==> config.mk <==
export PLATFORM = sky130hd
export DESIGN_NAME = hcb_alu
export DESIGN_NICKNAME = d
export VERILOG_FILES = /design/src/design/hcb_pkg.sv /design/src/design/hcb_alu.sv
export SDC_FILE = /design/constraint.sdc
export NUM_CORES = 1
export LEC_CHECK = 0
export BUFFER_PORTS_ARGS = -buffer_cell sky130_fd_sc_hd__buf_2
export CORE_ASPECT_RATIO = 0.75
export CORE_MARGIN = 1
export CORE_UTILIZATION = 49
export DETAILED_ROUTE_END_ITERATION = 6
export PLACE_DENSITY = 0.87
export SYNTH_ARGS = -nofsm -noshare
export SYNTH_HDL_FRONTEND = slang
export SYNTH_SLANG_ARGS = --single-unit
==> constraint.sdc <==
create_clock -name vclk -period 3.3
set_clock_uncertainty 0.1 [all_clocks]
set_input_delay 0.66 -clock vclk [all_inputs]
set_output_delay 0.66 -clock vclk [all_outputs]
set_load 0.02 [all_outputs]
==> src/design/hcb_pkg.sv <==
// shared constants for the huffman code builder
// no dependencies; imported by hcb_alu and huffman_code_builder
package hcb_pkg;

   localparam int FREQ_W          = 24;
   localparam int SYM_W           = 6;
   localparam int LEN_W           = 6;
   localparam int CODE_W          = 63;
   localparam int REQ_DATA_W      = 24;
   localparam int RSP_DATA_W      = 80;
   localparam int DEF_MAX_SYMBOLS = 64;

endpackage

==> src/design/hcb_alu.sv <==
// shared frequency unit: node merge adder and sort-order compare
// depends on hcb_pkg
module hcb_alu #(
   parameter int SUM_W = 30
) (
   input  logic [SUM_W-1:0] a_freq,
   input  logic [SUM_W-1:0] b_freq,
   input  logic [SUM_W-1:0] key_freq,
   output logic [SUM_W-1:0] sum_freq,
   output logic             a_greater
);
   import hcb_pkg::*;

   // frequency sums of a full set never exceed the widened range
   assign sum_freq  = a_freq + b_freq;
   assign a_greater = (a_freq > key_freq);

endmodule

# Word-level counts from Yosys, hierarchy flattened
# Index checks and enable logic that the tools add are counted.
[op_classes] add_sub_neg=1 order_cmp=1
[ops] op="adder 30 bit" n=1
[ops] op="greater-than comparator 30 bit" n=1
[word_totals] out_inout_bits=31 inputBits=90 elab_cells=2 reg_bits=0

# Depth between registers and ports, before layout
# Gate-level depths: netlist (run 1).
[depth] depth_word=1 mapped_depth=10 ltp_nobuf=10

# Least setup slack after synthesis (run 1)
# Ideal clock, no wire load.
[synth_timing] kind="input to output" from="input a_freq[0]" to="output sum_freq[28]" path_stages=10 arrival_ns=2.631 path_buffers=0 slack_ns=-0.091 required_ns=2.540 path_cell_list="ha_1 inv_1 fa_1 nand2b_1 a21oi_1 o21a_1 o211ai_1 a21oi_1 a211o_1 xor2_1"
[synth_between] elab_chain_cells=1
[synth_lines] element="start: declaration" line="hcb_alu.sv:6" source="input logic [SUM_W-1:0] a_freq,"
[synth_lines] element="adder 30 bit" line="hcb_alu.sv:15" source="assign sum_freq = a_freq + b_freq;"
[synth_lines] element="end: declaration" line="hcb_alu.sv:9" source="output logic [SUM_W-1:0] sum_freq,"
# No other way between the ends.

# Worst setup path in the final report (run 1)
[layout_timing] from="input b_freq[0]" to="output sum_freq[28]"
[layout_between] elab_chain_cells=1
[layout_lines] element="start: declaration" line="hcb_alu.sv:7" source="input logic [SUM_W-1:0] b_freq,"
[layout_lines] element="adder 30 bit" line="hcb_alu.sv:15"
# No other way between the ends.

==> flow_summary.toml, run 1 <==
[outcome]
outcome = "finished, violations left"
violations = "negative setup slack"

[cells_and_area]
post-route-util = 0.875
design_area_um2 = 4000
final_nets = 661
design.seq.count = 0
fillers = 213
clkbuf_count = 0
area_growth_pct = 67.2
seq_area_um2 = 0
diodes = 0
drive_gt1_frac = 0.475
multi_input_area_um2 = 2550
finalNonFillerCells = 566

[yosys]
syn_area_um2 = 2390
synth.net_count = 481
postSynthAreaPerCell_um2 = 7.23
ys_seq_area_frac = 0
yosys_warnings = 0
synth_cells = 331
ys_types = 50

[global_routing]
grt_overflow = 0
grt_pass1_wl_um = 15800
grt_use_total = 0.392
grt_pass1_vias = 3389
antenna_found_initial = 0
grt_max_degree = 9

[sta]
hold_ws_ns = 1.55
post-route-period-util = 1.07
postLayoutSetupSlackWorst_ns = -0.244
setup_viol = 17
period_needed_ns = 3.54
rsz0062_at_grt = "yes"
max-slew-margin-rel = 0.562
worst_pin_slew_ns = 0.647
final_max_slew_viol_count = 0
hold_viol_final = 0
fmax_mhz = 282

[route]
drt.antenna.violating_nets = 0
via_per_inst = 6.75
drt_iter0_drc = 593
wl_um = 12300
drc = 0
vias = 3820
routedWlPerCell_um = 21.7
drt_pre_antenna_iters = 6

[placed_design]
gp_congestion = 0.929
postPlaceCellArea_um2 = 3450
dp.cells = 555
dp_hpwl_um = 7200
port_buffers = 121

[setup_path]
cpPeakStageDelay_ns = 0.34
endpoint = "sum_freq[28]"
setup.worst_path.end_class = "primary output"
cpMaxStageDelayCell = "fa_2"
crit_family = "compound AO/OA/AOI/OAI gates"
crit_fanout = 4
critical_path.startpoint = "b_freq[0]"
cp.depth = 12
path_class = "in2out"
critical_path_required_ns = 2.54
critPathBufInv = 3
crit_path_start_kind = "input port"
cp.arrival_ns = 2.78
crit_chain = "buf_8 -> ha_4 -> inv_2 -> fa_2 -> nand2b_4 -> a21oi_4 -> o21a_1 -> o211ai_1 -> a21oi_2 -> a211o_1 -> xor2_2 -> buf_6"

[power_and_ir_drop]
p_sw_uw = 535
clock_power_share = 0
p_leak_nw = 2.15
peakVddDrop_mv = 0.176
seqPwrFrac = 0
p_int_uw = 442
powerDensity_nw_per_um2 = 244
pwr-share-comb = 1.000
p_sw_frac = 0.547
power.total_uw = 977

[floorplanning]
rows = 21
die_y_um = 62.5
dieArea_um2 = 5170
start_util = 0.523
core-area_um2 = 4570
die_w_um = 82.7
io_pins = 121

[min_path]
hp-class = "in2out"

[run]
maxCapViolCount = 0

[clock_tree]
cts_hold_buf = 0
placed cells by master, fill, tap and decap left out, types with 9 or more instances in the layout:
cell type | synthesis | routed
a21o_1 | 26 | 26
a21oi_1 | 35 | 29
buf_2 | 0 | 96
buf_4 | 5 | 77
buf_6 | 1 | 12
ha_1 | 59 | 44
ha_4 | 0 | 13
inv_1 | 42 | 40
nand2_1 | 20 | 19
nand3_1 | 10 | 10
nand4_1 | 12 | 12
nor2_1 | 13 | 12
o21ai_0 | 14 | 9
xnor2_1 | 19 | 18
synthesized netlist by cell type (all sizes together), types with 2 or more instances:
cell type | number | area [µm²]
o21bai | 2 | 15.0
nand2 | 20 | 75.1
inv | 42 | 158
ha | 59 | 738
nor2 | 13 | 48.8
buf | 6 | 48.8
a221oi | 2 | 17.5
nor2b | 3 | 18.8
a21oi | 37 | 193
o211ai | 2 | 15.0
o22a | 2 | 17.5
xnor2 | 19 | 166
nand3 | 10 | 50.1
or3 | 3 | 20.0
a21o | 27 | 204
o2111ai | 2 | 17.5
o221ai | 2 | 17.5
nand4 | 13 | 87.6
a211o | 2 | 17.5
o21a | 4 | 30.0
or2 | 2 | 12.5
o311ai | 2 | 17.5
o21ai | 17 | 88.8
nor3 | 7 | 35.0
a211oi | 3 | 22.5
and3 | 2 | 13.8
xor2 | 9 | 78.8
nand2b | 4 | 25.0
clkbuf | 3 | 13.8
layer usage:
| metal | track usage | vias up | wire, µm |
|---|---|---|---|
| li1 | - | 1571 | - |
| met1 | 0.483 | 1660 | 4100 |
| met2 | 0.665 | 439 | 5570 |
| met3 | 0.0599 | 150 | 1560 |
| met4 | 0.155 | 0 | 1060 |
| met5 | 0 | - | 0 |
metrics by stage:
| stage | setup slack (ns) | TNS (ns) |
|---|---|---|
| global route | -0.275 | -3.32 |
| detailed placement | -0.259 | -2.03 |
| CTS | -0.146 | -0.477 |
| global placement | -0.217 | -1.53 |
| finish | -0.244 | -2.32 |
| floorplan | 0.0142 | 0 |
repair_timing:
action	in CTS	in global routing
endpoints found under the hold margin	0	0
setup buffers	6	5
pin swaps	21	29
endpoints found under the setup margin	18	18
resized for setup	48	53
worst min path at each step:
stage                         start          end  slack (ns)  cells past startpoint
after floorplan           b_freq[0]  sum_freq[0]        1.42                      1
after global placement    b_freq[0]  sum_freq[0]        1.55                      3
after detailed placement  b_freq[0]  sum_freq[0]        1.58                      3
after CTS                 a_freq[0]  sum_freq[0]        1.56                      3
after global routing      b_freq[0]  sum_freq[0]        1.56                      3
final                     b_freq[0]  sum_freq[0]        1.55                      3
power groups by stage:
stage / Combinational, mW / Clock, mW / Sequential [mW]
global route: 1.02 / 0 / 0
CTS: 0.828 / 0 / 0
detailed placement: 0.755 / 0 / 0
floorplan: 0.466 / 0 / 0
global placement: 0.728 / 0 / 0
finish: 0.977 / 0 / 0
logic make-up after synthesis:
family / count (synthesis) / synth area share
adder cells (fa/ha/maj): 60 / 0.317
buffers and inverters: 51 / 0.0920
AND/OR/NAND/NOR: 80 / 0.177
AO/OA/AOI/OAI: 112 / 0.312
XOR/XNOR: 28 / 0.103
area by class of cell:
cell class	instances	share of cell area
inverters	42	0.0394
multi-input cells	280	0.637
well taps	57	0.0178
repair buffers	187	0.306
Note: power is estimated with default switching activity, not from simulation.
==> run 2: changes to the inputs <==
- BUFFER_PORTS_ARGS: -buffer_cell sky130_fd_sc_hd__buf_2 -> -buffer_cell sky130_fd_sc_hd__clkbuf_2
- GPL_TIMING_DRIVEN: unset -> 0
==> flow_summary.toml, run 2 (synthesis gave the netlist of run 1 again) <==
[sta]
hold_viol_final = 0
setup_viol = 15
fmax_mhz = 282
worst_pin_slew_ns = 0.539
post-route-period-util = 1.07
final_max_slew_viol_count = 0
rsz0062_at_grt = "yes"
postLayoutSetupSlackWorst_ns = -0.247
period_needed_ns = 3.55
max-slew-margin-rel = 0.635

[floorplanning]
rows = 21
start_util = 0.523
core-area_um2 = 4570
die_w_um = 82.7
dieArea_um2 = 5170
die_y_um = 62.5
io_pins = 121

[placed_design]
port_buffers = 121
pre_cts_ws_ns = -0.408
dp_hpwl_um = 6530
gp_congestion = 0.904
dp.cells = 509

[min_path]
hp-class = "in2out"

[cells_and_area]
diodes = 0
design.seq.count = 0
final_nets = 627
clkbuf_count = 0
fillers = 215
finalNonFillerCells = 532
final_common_cell = "clkbuf_2"
final_cell_mix = "92 x clkbuf_2, 42 x ha_1, 40 x inv_1, 34 x buf_4"
seq_area_um2 = 0
area_growth_pct = 63.0
drive_gt1_frac = 0.474

[setup_path]
cp.arrival_ns = 2.79
path_class = "in2out"
setup.worst_path.end_class = "primary output"
crit_path_start_kind = "input port"
critical_path_required_ns = 2.54
crit_fanout = 4

[power_and_ir_drop]
powerDensity_nw_per_um2 = 243
p_leak_nw = 2.06
peakVddDrop_mv = 0.178

[global_routing]
grt_pass1_vias = 2885
antenna_found_initial = 0
grt_max_degree = 9
grt_pass1_wl_um = 13200
grt_overflow = 0
grt_use_total = 0.321

[outcome]
outcome = "finished, violations left"
violations = "design-rule violations, negative setup slack"

[run]
maxCapViolCount = 0

[route]
drt_pre_antenna_iters = 7
routedWlPerCell_um = 21.9
drt.antenna.violating_nets = 0
drc = 44
drt_iter0_drc = 705
vias = 3605
wl_um = 11600
via_per_inst = 6.78

[clock_tree]
cts_hold_buf = 0
## run 2: cell types whose count changed in the layout (fill, tap and decap cells not counted), moves of 3 or more
cell / change
nand3_2: +5
clkbuf_8: +4
clkbuf_4: +3
nand3_1: -5
buf_2: -94
buf_4: -43
o21ai_2: +3
ha_4: +3
a21oi_2: +4
clkbuf_2: +92
a21oi_1: -3
## run 2: worst max-delay path: stages
cell	delay (ns)
clkbuf_2	0.12
ha_4	0.27
o211ai_1	0.29
a21oi_4	0.07
o21a_1	0.23
o211ai_1	0.27
a21oi_2	0.15
buf_4	0.17
a221oi_4	0.25
xnor2_2	0.15
clkbuf_8	0.17
## run 2: power by group
part | total (mW) | internal [mW] | leakage (nW) | switching (mW)
clock | 0 | 0 | 0 | 0
combinational | 0.948 | 0.421 | 2.06 | 0.527
sequential | 0 | 0 | 0 | 0
total | 0.948 | 0.421 | 2.06 | 0.527
## run 2: final cells by class
cell class                      instances  area [µm²]  share of cell area
Inverter                               42         158              0.0404
Multi-Input combinational cell        280        2640               0.678
Timing Repair Buffer                  147         970               0.249
Tap cell                               57        71.3              0.0183
Buffer                                  6        56.3              0.0144
## run 2: per-layer routing
layer,part of all wire,global-route usage,vias up
met5,0,0,-
met4,0.087,0.119,0
met3,0.11,0.0336,138
met2,0.45,0.536,365
met1,0.34,0.418,1605
li1,-,-,1497
## run 2: final timing paths
kind                  cells past startpoint  slack, ns      endpoint  startpoint
worst max-delay path                     11      -0.25  sum_freq[24]   b_freq[3]
worst min-delay path                      3       1.55   sum_freq[0]   b_freq[0]
## run 2: stage by stage
stage | cell area (µm²) | power [mW] | hold WS, ns | setup TNS, ns | utilization
CTS | 3460 | 0.773 | 1.59 | -1.21 | 0.758
global placement | 3100 | 0.661 | 1.56 | -3.38 | 0.677
global route | 3900 | 1.00 | 1.56 | -3.47 | 0.853
finish | 3900 | 0.948 | 1.55 | -1.60 | 0.853
detailed placement | 3100 | 0.680 | 1.56 | -4.07 | 0.677
floorplan | 2420 | 0.466 | 1.42 | 0 | -
## run 2: repair_timing
item | in CTS | in global routing
buffers inserted | 8 | 20
setup endpoints to repair | 19 | 18
gates resized for setup | 61 | 96
pin swaps | 27 | 52
