## config.mk

```make
export PLATFORM = sky130hd
export DESIGN_NAME = hcb_ram
export DESIGN_NICKNAME = d
export VERILOG_FILES = /design/src/design/hcb_ram.sv
export SDC_FILE = /design/constraint.sdc
export NUM_CORES = 1
export LEC_CHECK = 0
export BUFFER_PORTS_ARGS = -buffer_cell sky130_fd_sc_hd__buf_2
export CAP_MARGIN = 20
export CORE_ASPECT_RATIO = 0.5
export CORE_MARGIN = 4
export CORE_UTILIZATION = 40
export CTS_CLUSTER_DIAMETER = 100
export DETAILED_ROUTE_END_ITERATION = 6
export HOLD_SLACK_MARGIN = 0.02
export PLACE_DENSITY = 0.62
export SLEW_MARGIN = 20
export SYNTH_ARGS = -nofsm -noshare
export SYNTH_HDL_FRONTEND = slang
export SYNTH_SLANG_ARGS = --single-unit
```

## constraint.sdc

```tcl
create_clock -name clock -period 4.99 [get_ports clock]
set_input_delay 0.998 -clock clock [delete_from_list [all_inputs] [get_ports clock]]
set_output_delay 0.998 -clock clock [all_outputs]
set_load 0.1 [all_outputs]
```

## src/design/hcb_ram.sv

```systemverilog
// generic single-write, single-read ram with registered read data
// no dependencies
module hcb_ram #(
   parameter int WIDTH = 8,
   parameter int DEPTH = 16
) (
   input  logic                     clock,
   input  logic                     wr_en,
   input  logic [$clog2(DEPTH)-1:0] wr_addr,
   input  logic [WIDTH-1:0]         wr_data,
   input  logic [$clog2(DEPTH)-1:0] rd_addr,
   output logic [WIDTH-1:0]         rd_data
);

   logic [WIDTH-1:0] mem_ff [DEPTH];
   logic [WIDTH-1:0] rd_data_ff;

   always_ff @(posedge clock) begin
      if (wr_en) begin
         mem_ff[wr_addr] <= wr_data;
      end
      rd_data_ff <= mem_ff[rd_addr];
   end

   assign rd_data = rd_data_ff;

endmodule

```

# [Word-level counts from Yosys, hierarchy flattened]
# Memories as Yosys holds them, arrays and structs flattened. A register that Yosys moved wholly into a read port is not among the register bits.
# Cells that the tools add are included.
# Widths: inputs -> output; s select.
[word_totals] romBits=0 in_bits=18 wordCells=3 memories=1 register_bits=0 latch_bits=0 ram_bits=128 out_inout_bits=8
[op_classes] bitwise=0 n_reduce_logical=0 n_mux=2 n_eq_ne=0 add_sub_neg=0 magnitude_cmp=0 shifts=0 n_mul=0 div_mod_pow=0
[memory_table] name="mem_ff" words=16 word_bits=8 rd=1 rd_clocked_by_memory_dff=1 write_ports=1 line_no="15" source="logic [WIDTH-1:0] mem_ff [DEPTH];"
[op_table] cell="$mux 1" n=2

# [Depth between registers and ports, before layout]
# Gate-level depths: netlist of the first run.
[depth] word_depth=2 mapped_depth=5 ltp_nobuf=3

# [Least setup slack after synthesis of the first run]
# No wires, ideal clock.
[synth_path] path_kind="input -> register" from="in wr_addr[2]" to="mem mem_ff[0][0], enable pin" n_path_buf=0 arrival_ps=2108 setup_ps=383 required_ps=4607 path_stages=2 path_slack_ps=2499 cell_sequence="or3b_2 -> nor3_1"
[synth_lines] item="start, declared" line_no="9" source="input logic [$clog2(DEPTH)-1:0] wr_addr,"
[synth_lines] item="end, declared" line_no="15"
# No word-level cell before the write port.

# [Worst setup path after layout of the first run]
[layout_path] from="in wr_addr[2]" to="mem mem_ff[3][5], enable pin"
# No word-level cell before the write port.

==> reports/metrics.csv, run 1 <==
metric;value;unit
Synth Cell Area;0.00515;sq mm
R2R setup slack;3.49;ns
I/O Buffers;25;
crit path launch type;input port;
Crit path required time;5.02;ns
top post-synthesis cells by area;edfxtp_1, mux4_2, mux4_1;
worst path arrival time;2.36;ns
kind of end point of the critical path;flop;
Fin. Hold Viols;0;
CTS sink count;136;
RSZ-0062 raised after global routing;no;
status;completed;
Leak Pwr;2.05;nW
setup_tns;0;ns
H-tree levels;4;
Layout Skew;0.0108;ns
Multi-input gate area;0.00107;sq mm
most frequent cell after synthesis;edfxtp_1;
crit path buf inv count;1;
post-synth top area cell;edfxtp_1;
register area;0.00400;sq mm
Clk pin slew, worst setup/hold paths;0.05;ns
I/O Pins;26;
Routed Antenna Nets;0;
Total Die Area;0.0149;sq mm
Ant. Diodes;0;
CP Class;in -> reg;
worst hold path class;reg -> reg;
Post-synth ARST share;0;
Routed Wire Length;10.3;mm
Post-CTS Setup Inserts;0;
die width;168;um
Syn Nets;247;
CP Cell Sequence;buf_2 > or3b_2 > nor2_1;
CP max stage cell;nor2_1;
Slew headroom;0.365;
DRT iter0 DRCs;210;
share of layout cells above drive strength 1;0.283;
Post-CTS Hold Buffers;0;
Yosys cell types;19;
R2R depth;3;
ys flop type;edfxtp_1;
vias in the first global route;2437;
Final min period;2.34;ns
Root Buffer;clkbuf_16;
gr usage total;0.151;
deepest clock path buffer count;2;
Worst path max stage delay;0.73;ns
DRT Pass-1 Iters;4;
clock latency on the worst-skew pair;0.41;ns
Commonest cells post-synth;edfxtp_1, mux4_2, a22oi_1;
sequential area share after synthesis;0.778;
peak supply drop;0.271;mV
Fmax achieved;428;MHz
largest net degree at the start of global routing;33;
final period utilization;0.468;
Synth Area per Inst;22.5;sq um
post-cts resize count;0;
Cells after Synth;229;
cts bufs inserted;17;
CTS tree;yes;
Pwr Density;472;mW/mm^2
hold depth;3;
Max Cap Violations;0;
number of synthesized flops with an enable pin;128;
WL/cell;23.1;um
final core utilization;0.502;
# rows;28;
Crit path max-delay family;simple AND/OR/NAND/NOR gates;
routability congestion estimate;0.719;
post-synth top area share;0.747;
vias;2386;
vias per cell;5.37;
power consumption;0.00289;W
FILL cells;942;
Nets;284;
WP depth;3;
first-pass GRT wire length;15.5;mm
antenna violations before repair;0;
Slew Limit Fails;0;
Remaining DRCs;0;
worst slew pin tran;0.950;ns
Area growth syn-to-layout;18.9;%
gr ovfl total;0;
die height;88.2;um
Core Area;0.0122;sq mm
post-detail-place hpwl;6.19;mm
CP max FO;8;
Yosys reg bits;136;
Final Setup Violations;0;
Initial Utilization;0.422;
synth warn;0;
-- path summary, 6_finish.rpt --
path / startpoint / to
max: wr_addr[2] / mem_ff[3][5]
min: mem_ff[8][3] / rd_data[3]
max reg2reg: mem_ff[1][3] / rd_data[3]
min reg2reg: mem_ff[8][3] / rd_data[3]
-- where the power goes --
group	leakage [nW]	switching, W	total, W	internal [W]
Combinational	0.493	0.000121	0.000168	0.0000473
Sequential	1.22	0.00000915	0.00129	0.00128
Clock	0.335	0.000452	0.00144	0.000984
Total	2.05	0.000582	0.00289	0.00231
-- final cells by class --
class,count,share of cell area
sequential,136,0.654
multi-input combinational,83,0.174
tap,165,0.0337
clock inverter,14,0.0411
timing repair buffer,28,0.0262
clock buffer,18,0.0701
-- flip-flops by register name, summed over array words and instances (netlist names) --
name	cells
rd_data	8
mem_ff	128
-- logic make-up after synthesis --
kind of cell           synth area share
AO/OA/AOI/OAI                    0.0233
flip-flops                        0.778
multiplexers                      0.150
AND/OR/NAND/NOR                  0.0318
buffers and inverters            0.0168
-- per-layer routing --
metal	part of all wire	global-route usage	vias to the layer above	routed length, um
met5	0	0	-	0
met1	0.45	0.202	1270	4640
met2	0.49	0.235	62	5050
met4	0.0050	0.0412	0	51
met3	0.052	0.0576	4	536
li1	-	-	1050	-
-- worst min-delay path: cells and delay by family (launching register included) --
| kind | cells | cell delay [ns] |
|---|---|---|
| AOI/OAI and AO/OA | 1 | 0.08 |
| and+or+nand+nor | 1 | 0.05 |
| muxes | 1 | 0.21 |
| DFF | 1 | 0.31 |
-- per-stage QoR --
step / std cells / cell area (sq um) / worst slack [ns] / hold WS [ns]
4_1_cts: 443 / 6100 / 2.32 / 0.681
3_3_place_gp: 411 / 5410 / 1.89 / 0.652
2_1_floorplan: 229 / 5150 / 2.50 / 0.629
3_5_place_dp: 411 / 5420 / 1.91 / 0.667
5_1_grt: 444 / 6120 / 2.61 / 0.701
6_report: 444 / 6120 / 2.65 / 0.680
-- cells in the final DEF (no fill, tap or decap) --
master	count
edfxtp_1	128
buf_2	25
mux4_2	18
clkbuf_16	17
a22oi_1	16
mux4_1	14
nor2_1	13
nand2_1	9
dfxtp_1	8
bufinv_16	7
clkinv_2	4
nand3b_1	2
nor3_1	2
nand2b_1	2
nor3_2	2
buf_4	2
nor2b_1	1
and2_1	1
and2b_1	1
nand3_1	1
or3b_2	1
clkinv_4	1
clkbuf_1	1
clkinv_1	1
inv_6	1
buf_12	1
No activity file was read; power rests on OpenSTA's default activity.
==> run 2, diff against run 1 <==
==> constraint.sdc (replaced) <==
create_clock -name clock -period 2.3 [get_ports clock]
set_input_delay 0.46 -clock clock [delete_from_list [all_inputs] [get_ports clock]]
set_output_delay 0.46 -clock clock [all_outputs]
set_load 0.1 [all_outputs]
==> reports/metrics.csv, run 2 (synthesized netlist as in run 1, its figures left out) <==
metric;value;unit;change
H-tree levels;4;;unchanged
peak supply drop;0.522;mV;+92%
post-detail-place hpwl;6.38;mm;+3.0%
Post-CTS Hold Buffers;0;;unchanged
vias per cell;5.27;;-1.9%
Final min period;1.71;ns;
Clk pin slew, worst setup/hold paths;0.05;ns;about the same
CP Cell Sequence;buf_2 > buf_4 > mux4_2 > a22oi_1 > nand2_1;;
clock latency on the worst-skew pair;0.41;ns;about the same
Slew headroom;0.638;;+0.274
crit path launch type;input port;;
Post-CTS Setup Inserts;0;;unchanged
WL/cell;21.2;um;-8.3%
status;completed;;
leading cell type in the layout, fill and taps excluded;edfxtp_1;;
hold depth;1;;-2
Root Buffer;clkbuf_16;;
Layout Skew;0.00718;ns;-0.00361 ns
worst path arrival time;1.98;ns;-0.38 ns
gr ovfl total;0;;unchanged
share of layout cells above drive strength 1;0.304;;+0.0212
Min Hold Slack;0.435;ns;-0.245 ns
worst hold path class;in -> reg;;
Core Area;0.0122;sq mm;unchanged
max reg flops;128;;unchanged
vias in the first global route;2465;;+1.1%
most frequent cells in the layout;edfxtp_1, buf_2, buf_4;;
Remaining DRCs;0;;unchanged
Initial Utilization;0.422;;unchanged
Crit path required time;2.58;ns;-2.44 ns
CP Class;in -> reg;;
Worst Hold Launch;wr_data[2];;
CP max FO;20;;+12
FF-to-FF End;rd_data[7];;
R2R setup slack;0.80;ns;-2.69 ns
Max Cap Violations;0;;unchanged
Area growth syn-to-layout;19.1;%;
die width;168;um;unchanged
die height;88.2;um;unchanged
post-cts resize count;0;;unchanged
R2R depth;3;;unchanged
antenna violations before repair;0;;unchanged
deepest clock path buffer count;2;;unchanged
# rows;28;;unchanged
Slew Limit Fails;0;;unchanged
Fmax achieved;586;MHz;
routability congestion estimate;0.732;;+1.8%
gr usage total;0.147;;-0.00389
Fin. Hold Viols;0;;unchanged
Final Setup Violations;0;;unchanged
Routed Antenna Nets;0;;unchanged
power consumption;0.00565;W;+95%
final period utilization;0.742;;
DRT Pass-1 Iters;4;;unchanged
Leak Pwr;2.09;nW;+1.8%
worst slew pin tran;0.542;ns;-0.407 ns
Ant. Diodes;0;;unchanged
first-pass GRT wire length;15.4;mm;-0.54%
vias;2447;;+2.6%
largest net degree at the start of global routing;22;;-33%
Worst path max stage delay;0.43;ns;-0.30 ns
kind of end point of the critical path;flop;;
cts bufs inserted;17;;unchanged
setup_tns;0;ns;unchanged
I/O Buffers;25;;unchanged
CTS tree;yes;;
Total Die Area;0.0149;sq mm;unchanged
Largest Register;mem_ff;;
Pwr Density;922;mW/mm^2;+95%
Routed Wire Length;9.85;mm;-4.2%
CP max stage cell;buf_2;;
DRT iter0 DRCs;189;;-10%
Crit Reg-Reg Startpoint;mem_ff[3][7];;
RSZ-0062 raised after global routing;no;;
CTS sink count;136;;unchanged
Nets;304;;+7.0%
I/O Pins;26;;unchanged
hold endpoint;mem_ff[7][2];;
-- run 2: cell type report --
class                           count  area, sq um
Clock buffer                       28          507
Clock inverter                      4         43.8
Fill cell                         958         6060
Multi-Input combinational cell     83         1060
Sequential cell                   136         4000
Tap cell                          165          206
Timing Repair Buffer               48          310
-- run 2: worst max path at each step --
stage / cells after the start / end / from / slack, ns
after detailed placement: 5 / rd_data[7] / rd_addr[1] / 0.19
after floorplan: 2 / mem_ff[0][0] / wr_addr[2] / 0.35
after global placement: 5 / rd_data[7] / rd_addr[1] / 0.24
after global routing: 5 / rd_data[7] / rd_addr[1] / 0.54
final: 5 / rd_data[7] / rd_addr[1] / 0.59
after CTS: 1 / rd_data[0] / rd_data[0] / 0.58
-- run 2: routing by layer --
metal,track usage,vias up,part of all wire
li1,-,1093,-
met1,0.206,1288,0.46
met2,0.219,58,0.46
met3,0.0433,8,0.065
met4,0.0596,0,0.011
met5,0,-,0
-- run 2: worst max-delay path: cells and delay by family --
family	cells	cell delay, ns
buffers and inverters	2	0.69
AND/OR/NAND/NOR	1	0.10
multiplexers	1	0.32
AO/OA/AOI/OAI	1	0.40
-- run 2: stage by stage --
step                      instance area (sq um)  worst slack (ns)  utilization  instances
after floorplan                            5150             0.347            -        229
after global placement                     5580             0.244        0.458        432
after detailed placement                   5580             0.189        0.458        432
after CTS                                  6130             0.581        0.503        464
after global routing                       6130             0.540        0.503        464
final                                      6130             0.594        0.503        464
-- run 2: power by group --
group / internal [W] / total (W) / switching, W / leakage [nW]
logic: 0.000114 / 0.000378 / 0.000265 / 0.596
registers: 0.00277 / 0.00279 / 0.0000188 / 1.22
clock network: 0.00159 / 0.00248 / 0.000883 / 0.270
total: 0.00448 / 0.00565 / 0.00117 / 2.09
